[config.mk]
export PLATFORM = sky130hd
export DESIGN_NAME = imm_ctrl
export DESIGN_NICKNAME = d
export VERILOG_FILES = /design/src/hw/rtl/imm_pkg.sv /design/src/hw/rtl/imm_ctrl.sv
export SDC_FILE = /design/constraint.sdc
export NUM_CORES = 1
export LEC_CHECK = 0
export BUFFER_PORTS_ARGS = -buffer_cell sky130_fd_sc_hd__buf_2
export CAP_MARGIN = 40
export CORE_AREA = 3 3 40 42
export CTS_CLUSTER_DIAMETER = 80
export DETAILED_ROUTE_END_ITERATION = 10
export DIE_AREA = 0 0 43 45
export GPL_TIMING_DRIVEN = 0
export PLACE_DENSITY_LB_ADDON = 0.05
export SYNTH_ARGS = -nofsm -noshare
export SYNTH_HDL_FRONTEND = slang
export SYNTH_SLANG_ARGS = --single-unit
[constraint.sdc]
create_clock -name clk -period 2.8 [get_ports clk]
set_input_delay 0.28 -clock clk [delete_from_list [all_inputs] [get_ports clk]]
set_output_delay 0.28 -clock clk [all_outputs]
set_load 0.01 [all_outputs]
[src/hw/rtl/imm_pkg.sv]
`timescale 1ns / 1ps
`default_nettype none
// ----------------------------------------------------------------------------
// Integer matrix multiply package
// Shared codes, register indexes and the command and status bundles that
// pass between the controller and the datapath.
// ----------------------------------------------------------------------------
package imm_pkg;

  localparam logic [1:0] KIND_LOAD_A  = 2'd0;
  localparam logic [1:0] KIND_LOAD_B  = 2'd1;
  localparam logic [1:0] KIND_COMPUTE = 2'd2;

  localparam logic [1:0] REG_A_ROWS  = 2'd0;
  localparam logic [1:0] REG_INNER   = 2'd1;
  localparam logic [1:0] REG_B_COLS  = 2'd2;

  localparam logic [3:0] DIM_RESET = 4'd8;

  typedef struct packed {
    logic load_a;
    logic load_b;
    logic start;
    logic issue;
    logic emit;
  } imm_cmd_t;

  typedef struct packed {
    logic in_range;
    logic last_k;
    logic last_elem;
    logic acc_done;
    logic out_free;
  } imm_status_t;

endpackage
`default_nettype wire

[src/hw/rtl/imm_ctrl.sv]
`timescale 1ns / 1ps
`default_nettype none
// ----------------------------------------------------------------------------
// Integer matrix multiply controller
// Decodes requests and sequences the dot product of every result element.
// ----------------------------------------------------------------------------
module imm_ctrl
  import imm_pkg::*;
(
  input  wire logic        clk,
  input  wire logic        rst,
  input  wire logic        in_valid,
  output logic             in_ready,
  input  wire logic [1:0]  kind,
  input  wire imm_status_t status,
  output imm_cmd_t         cmd
);

  typedef enum logic [3:0] {
    ST_IDLE  = 4'b0001,
    ST_ISSUE = 4'b0010,
    ST_WAIT  = 4'b0100,
    ST_EMIT  = 4'b1000
  } state_t;

  state_t state;
  state_t state_next;
  logic   accept;

  assign in_ready = (state == ST_IDLE);
  assign accept   = in_valid && in_ready;

  always_comb begin
    state_next = state;
    cmd        = '0;
    case (state)
      ST_IDLE: begin
        if (accept) begin
          case (kind)
            KIND_LOAD_A: cmd.load_a = status.in_range;
            KIND_LOAD_B: cmd.load_b = status.in_range;
            KIND_COMPUTE: begin
              cmd.start  = 1'b1;
              state_next = ST_ISSUE;
            end
            default: ;
          endcase
        end
      end
      ST_ISSUE: begin
        cmd.issue = 1'b1;
        if (status.last_k) begin
          state_next = ST_WAIT;
        end
      end
      ST_WAIT: begin
        if (status.acc_done) begin
          state_next = ST_EMIT;
        end
      end
      ST_EMIT: begin
        if (status.out_free) begin
          cmd.emit   = 1'b1;
          state_next = status.last_elem ? ST_IDLE : ST_ISSUE;
        end
      end
      default: state_next = ST_IDLE;
    endcase
  end

  always_ff @(posedge clk) begin
    if (rst) begin
      state <= ST_IDLE;
    end else begin
      state <= state_next;
    end
  end

endmodule
`default_nettype wire

## Word-level counts from Yosys, hierarchy flattened

Index checks and enable logic that the tools add are counted.

| word-level totals | value |
|---|---|
| bits in registers | 4 |
| bits of input ports | 10 |
| output and inout bits | 6 |
| word-level logic and storage cells | 30 |

| operators by class | value |
|---|---|
| equality and inequality tests | 11 |
| mux-type cells | 15 |
| reductions and logical operators | 3 |

Operators with widths:

| cell | number |
|---|---|
| $mux 4 | 5 |
| $pmux 4 s4 | 1 |
| $mux 1 | 6 |
| $mux 3 | 2 |
| $ne 2x2->1 const B | 3 |
| $reduce_and 5->1 | 1 |
| $eq 4x1->1 const B | 1 |
| $eq 4x2->1 const B | 1 |
| $eq 4x3->1 const B | 1 |
| $eq 4x4->1 const B | 1 |
| $ne 2x1->1 const B | 2 |
| $eq 2x1->1 const B | 1 |
| $eq 2x2->1 const B | 1 |
| $logic_not 2->1 | 1 |
| $mux 2 | 1 |
| $logic_and 1x1->1 | 1 |

## Logic depth before layout (Yosys ltp)

| logic depth | value |
|---|---|
| depth in word-level cells | 4 |
| depth in mapped cells | 5 |
| mapped depth without buffers | 4 |

## Least setup slack after synthesis

OpenSTA, ideal clock, no wires.

| timing | value |
|---|---|
| path kind | register -> output |
| from | register state[3] |
| to | output port cmd[3] in the netlist's numbering |
| arrival time | 1393 ps |
| required time | 2520 ps |
| path slack | 1127 ps |
| stages on the path, launching flop included | 4 |
| buffers on the path | 1 |
| cell sequence | dfxtp_1 -> clkbuf_2 -> or4b_4 -> nor4_1 |

RTL lines:

| element | line | RTL |
|---|---|---|
| start, declared | imm_ctrl.sv:26 | `state_t state;` |
| start signal, assigned | imm_ctrl.sv:75 | `state <= state_next;` |
| end, declared | imm_ctrl.sv:16 | `output imm_cmd_t cmd` |

==> key figures <==
Floorplan
  • Die width: approximately 43 um
  • Total core area: 1280 um2
  • Initial core utilization: between 20% and 30%
  • Die area: about 1900 um2
  • Die height: between 40 and 50 um
  • Placement row count: 13
  • I/O pin count: 16

Critical path
  • FF-to-FF End: state[0]
  • Stages on the worst setup path: 4
  • Worst-path cell chain: clkbuf_2, or4b_4, nor4_1, buf_2
  • CP endpoint: cmd[3]
  • Setup crit start kind: flip-flop
  • Critical path arrival: approximately 1.7 ns
  • Worst path max stage delay: between 0.5 and 0.6 ns
  • Worst Setup End Kind: primary output
  • Critical Path RT: about 2.5 ns
  • R2R depth: 5
  • CP Class: flip-flop to primary output
  • Crit Reg-Reg Startpoint: state[3]
  • Worst setup path start: state[3]
  • Critical path buffers and inverters: 2
  • Critical Path Fanout Max: 10
  • Reg2reg setup slack: between 1 and 1.5 ns
  • Delay-heaviest family, CP: simple AND/OR/NAND/NOR gates
  • Crit path max-delay cell type: or4b_4

Placement
  • Inst Count DP: between 70 and 80
  • IO Port Bufs: 15
  • Final estimated routing congestion in global placement: about 0.64
  • Cell Area, Placed: approximately 450 um2
  • DP Wirelength: just over 600 um

STA
  • Crit path time final: approximately 2 ns
  • Final-report setup violation count: 0
  • Worst Skew: around 0.0017 ns
  • Period utilization: between 70% and 80%
  • Fmax: 510 MHz
  • Worst Tran Pin Value: about 0.6 ns
  • Unrepaired setup endpoints after global routing: no
  • Setup TNS Final: 0 ns
  • Hold Vio Cnt, Final: 0
  • Relative slew slack: between 60% and 70%
  • Slew Viols, Final: 0

Power
  • Total power: approximately 340 uW
  • Power per Cell Area: 722 nW/um2
  • Peak supply drop: 0.379 mV
  • Leak: around 0.00021 uW

Logic synthesis
  • Commonest cells post-synth: dfxtp_1 (4), mux2i_1 (4), nand2b_1 (4), nor4_1 (4)
  • Mapped Cells: 44
  • Syn_nets: 54
  • Ys async rst share: 0%
  • Area of the mapped netlist: around 350 um2
  • Synth top area share: 22.8%
  • Synth top area cells: dfxtp_1 (23%), mux2i_1 (11%), nand2b_1 (7.1%), nor4_1 (7.1%), or3b_1 (5.0%)
  • Post-Syn Area per Cell: between 7 and 8 um2
  • Synth Register Bits: 4
  • Unique masters post-synth: 22
  • YS warnings: 0
  • Synth area leader: dfxtp_1
  • Post-synth EDFFs: 0
  • Seq/Total Area, Yosys: 22.8%
  • Main flop type after synthesis: dfxtp_1

Finish
  • Layout cells sized above 1: between 40 and 50%
  • Largest Register: state
  • Layout Nets: 74
  • Final core utilization: between 30% and 40%
  • Multi-input logic area: approximately 240 um2
  • Fill cell count: about 140
  • Reg area: ~80 um2
  • Post-route cell area: approximately 470 um2
  • Biggest regs: state (4)
  • Antenna fix cells: 0
  • Area delta synth->final: 33.1%
  • Non-filler cells, final: 77
  • Max reg flops: 4

Clock network
  • CTS Hold Buffers Added: 0
  • Clock Latency Late Sink: around 0.23 ns
  • CTS tree: yes
  • Post-CTS setup buffers: 0
  • H-tree levels: 1
  • Cts repair resizes: 0
  • Inserted Clock Buffers: 3
  • Max clock buf depth: 2
  • CTS clk-pin slew, worst paths: ~0.040 ns
  • CTS root buf: clkbuf_4
  • CTS sink cnt: 4

Drt
  • Total vias in the final route: ~360
  • DRC Markers: 0
  • Routed vias/inst: ~4.7
  • Drt first pass iters: 4
  • 1st-iter DRT viols: 2
  • Routed wire length: about 790 um
  • Avg WL per Cell: 10.2 um
  • Post-DRT Antenna Nets: 0

GRT
  • Most Crowded Layer GR: met2
  • Gr usage total: between 8 and 9%
  • Largest net degree at the start of global routing: 11
  • Initial antenna violation count: 0
  • Vias in the first global route: 323
  • Global-route wire length before repair: around 1300 um
  • Routing usage on met2: 12.9%
  • Met3 usage: 5.18%
  • GR Layer Usage met1: between 10% and 20%
  • Grt total ovfl: 0

Worst hold path
  • Worst hold path type: primary input to flip-flop

Run
  • Max-cap viol count: 0

Run status
  • Outcome: completed
## power by group
group / switching (uW) / total (uW) / internal [uW]
combinational: 102 / 194 / 91.6
sequential: 4.20 / 74.7 / 70.5
clock: 21.6 / 69.4 / 47.8
total: 128 / 338 / 210
## per-stage QoR
step           setup WS [ns]  hold slack, ns
2_1_floorplan           1.13           0.379
3_3_place_gp            1.08           0.565
3_5_place_dp            1.07           0.566
4_1_cts                0.816           0.323
5_1_grt                0.711           0.344
6_report               0.838           0.330
## per-layer routing
layer,up-vias,share of wire [%]
li1,196,-
met2,15,41
met3,0,11
met1,153,47
met5,-,0
met4,0,0
## layout make-up
class	count	share of cell area [%]
Clock buffer	3	4.81
Inverter	2	1.60
Buffer	4	4.81
Sequential cell	4	17.1
Multi-Input combinational cell	34	51.6
Tap cell	15	4.01
Timing Repair Buffer	15	16.0
## logic make-up after synthesis
kind of cell,share of synthesized area (%)
AOI/OAI and AO/OA,11.0
buffers and inverters,8.54
DFF,22.8
muxes,11.4
and+or+nand+nor,46.3
## how the worst min path moves through the flow
stage / startpoint / endpoint / slack [ns] / cells past startpoint
6_report: rst / state[0] / 0.33 / 2
5_1_grt: rst / state[0] / 0.34 / 2
4_1_cts: rst / state[0] / 0.32 / 2
3_5_place_dp: rst / state[0] / 0.57 / 2
3_3_place_gp: rst / state[0] / 0.56 / 2
2_1_floorplan: rst / state[0] / 0.38 / 1
## placed cells by master, fill, tap and decap left out
cell | netlist | layout
clkbuf_4 | 0 | 3
o21ai_0 | 2 | 2
or3b_1 | 2 | 2
nand2b_1 | 4 | 4
inv_1 | 2 | 2
or4b_4 | 1 | 1
nand3b_1 | 1 | 1
a211oi_2 | 1 | 1
or2b_1 | 2 | 2
a211o_1 | 1 | 1
nor2b_2 | 1 | 1
nor4b_1 | 1 | 1
nor2_1 | 2 | 2
nor3_1 | 3 | 3
o21a_1 | 1 | 1
dfxtp_1 | 4 | 4
buf_2 | 2 | 17
mux2i_1 | 4 | 4
nor4_1 | 4 | 4
nand2_1 | 3 | 3
clkbuf_2 | 1 | 1
buf_4 | 1 | 1
or4_1 | 1 | 1
Power figures use the tool's default switching activity.
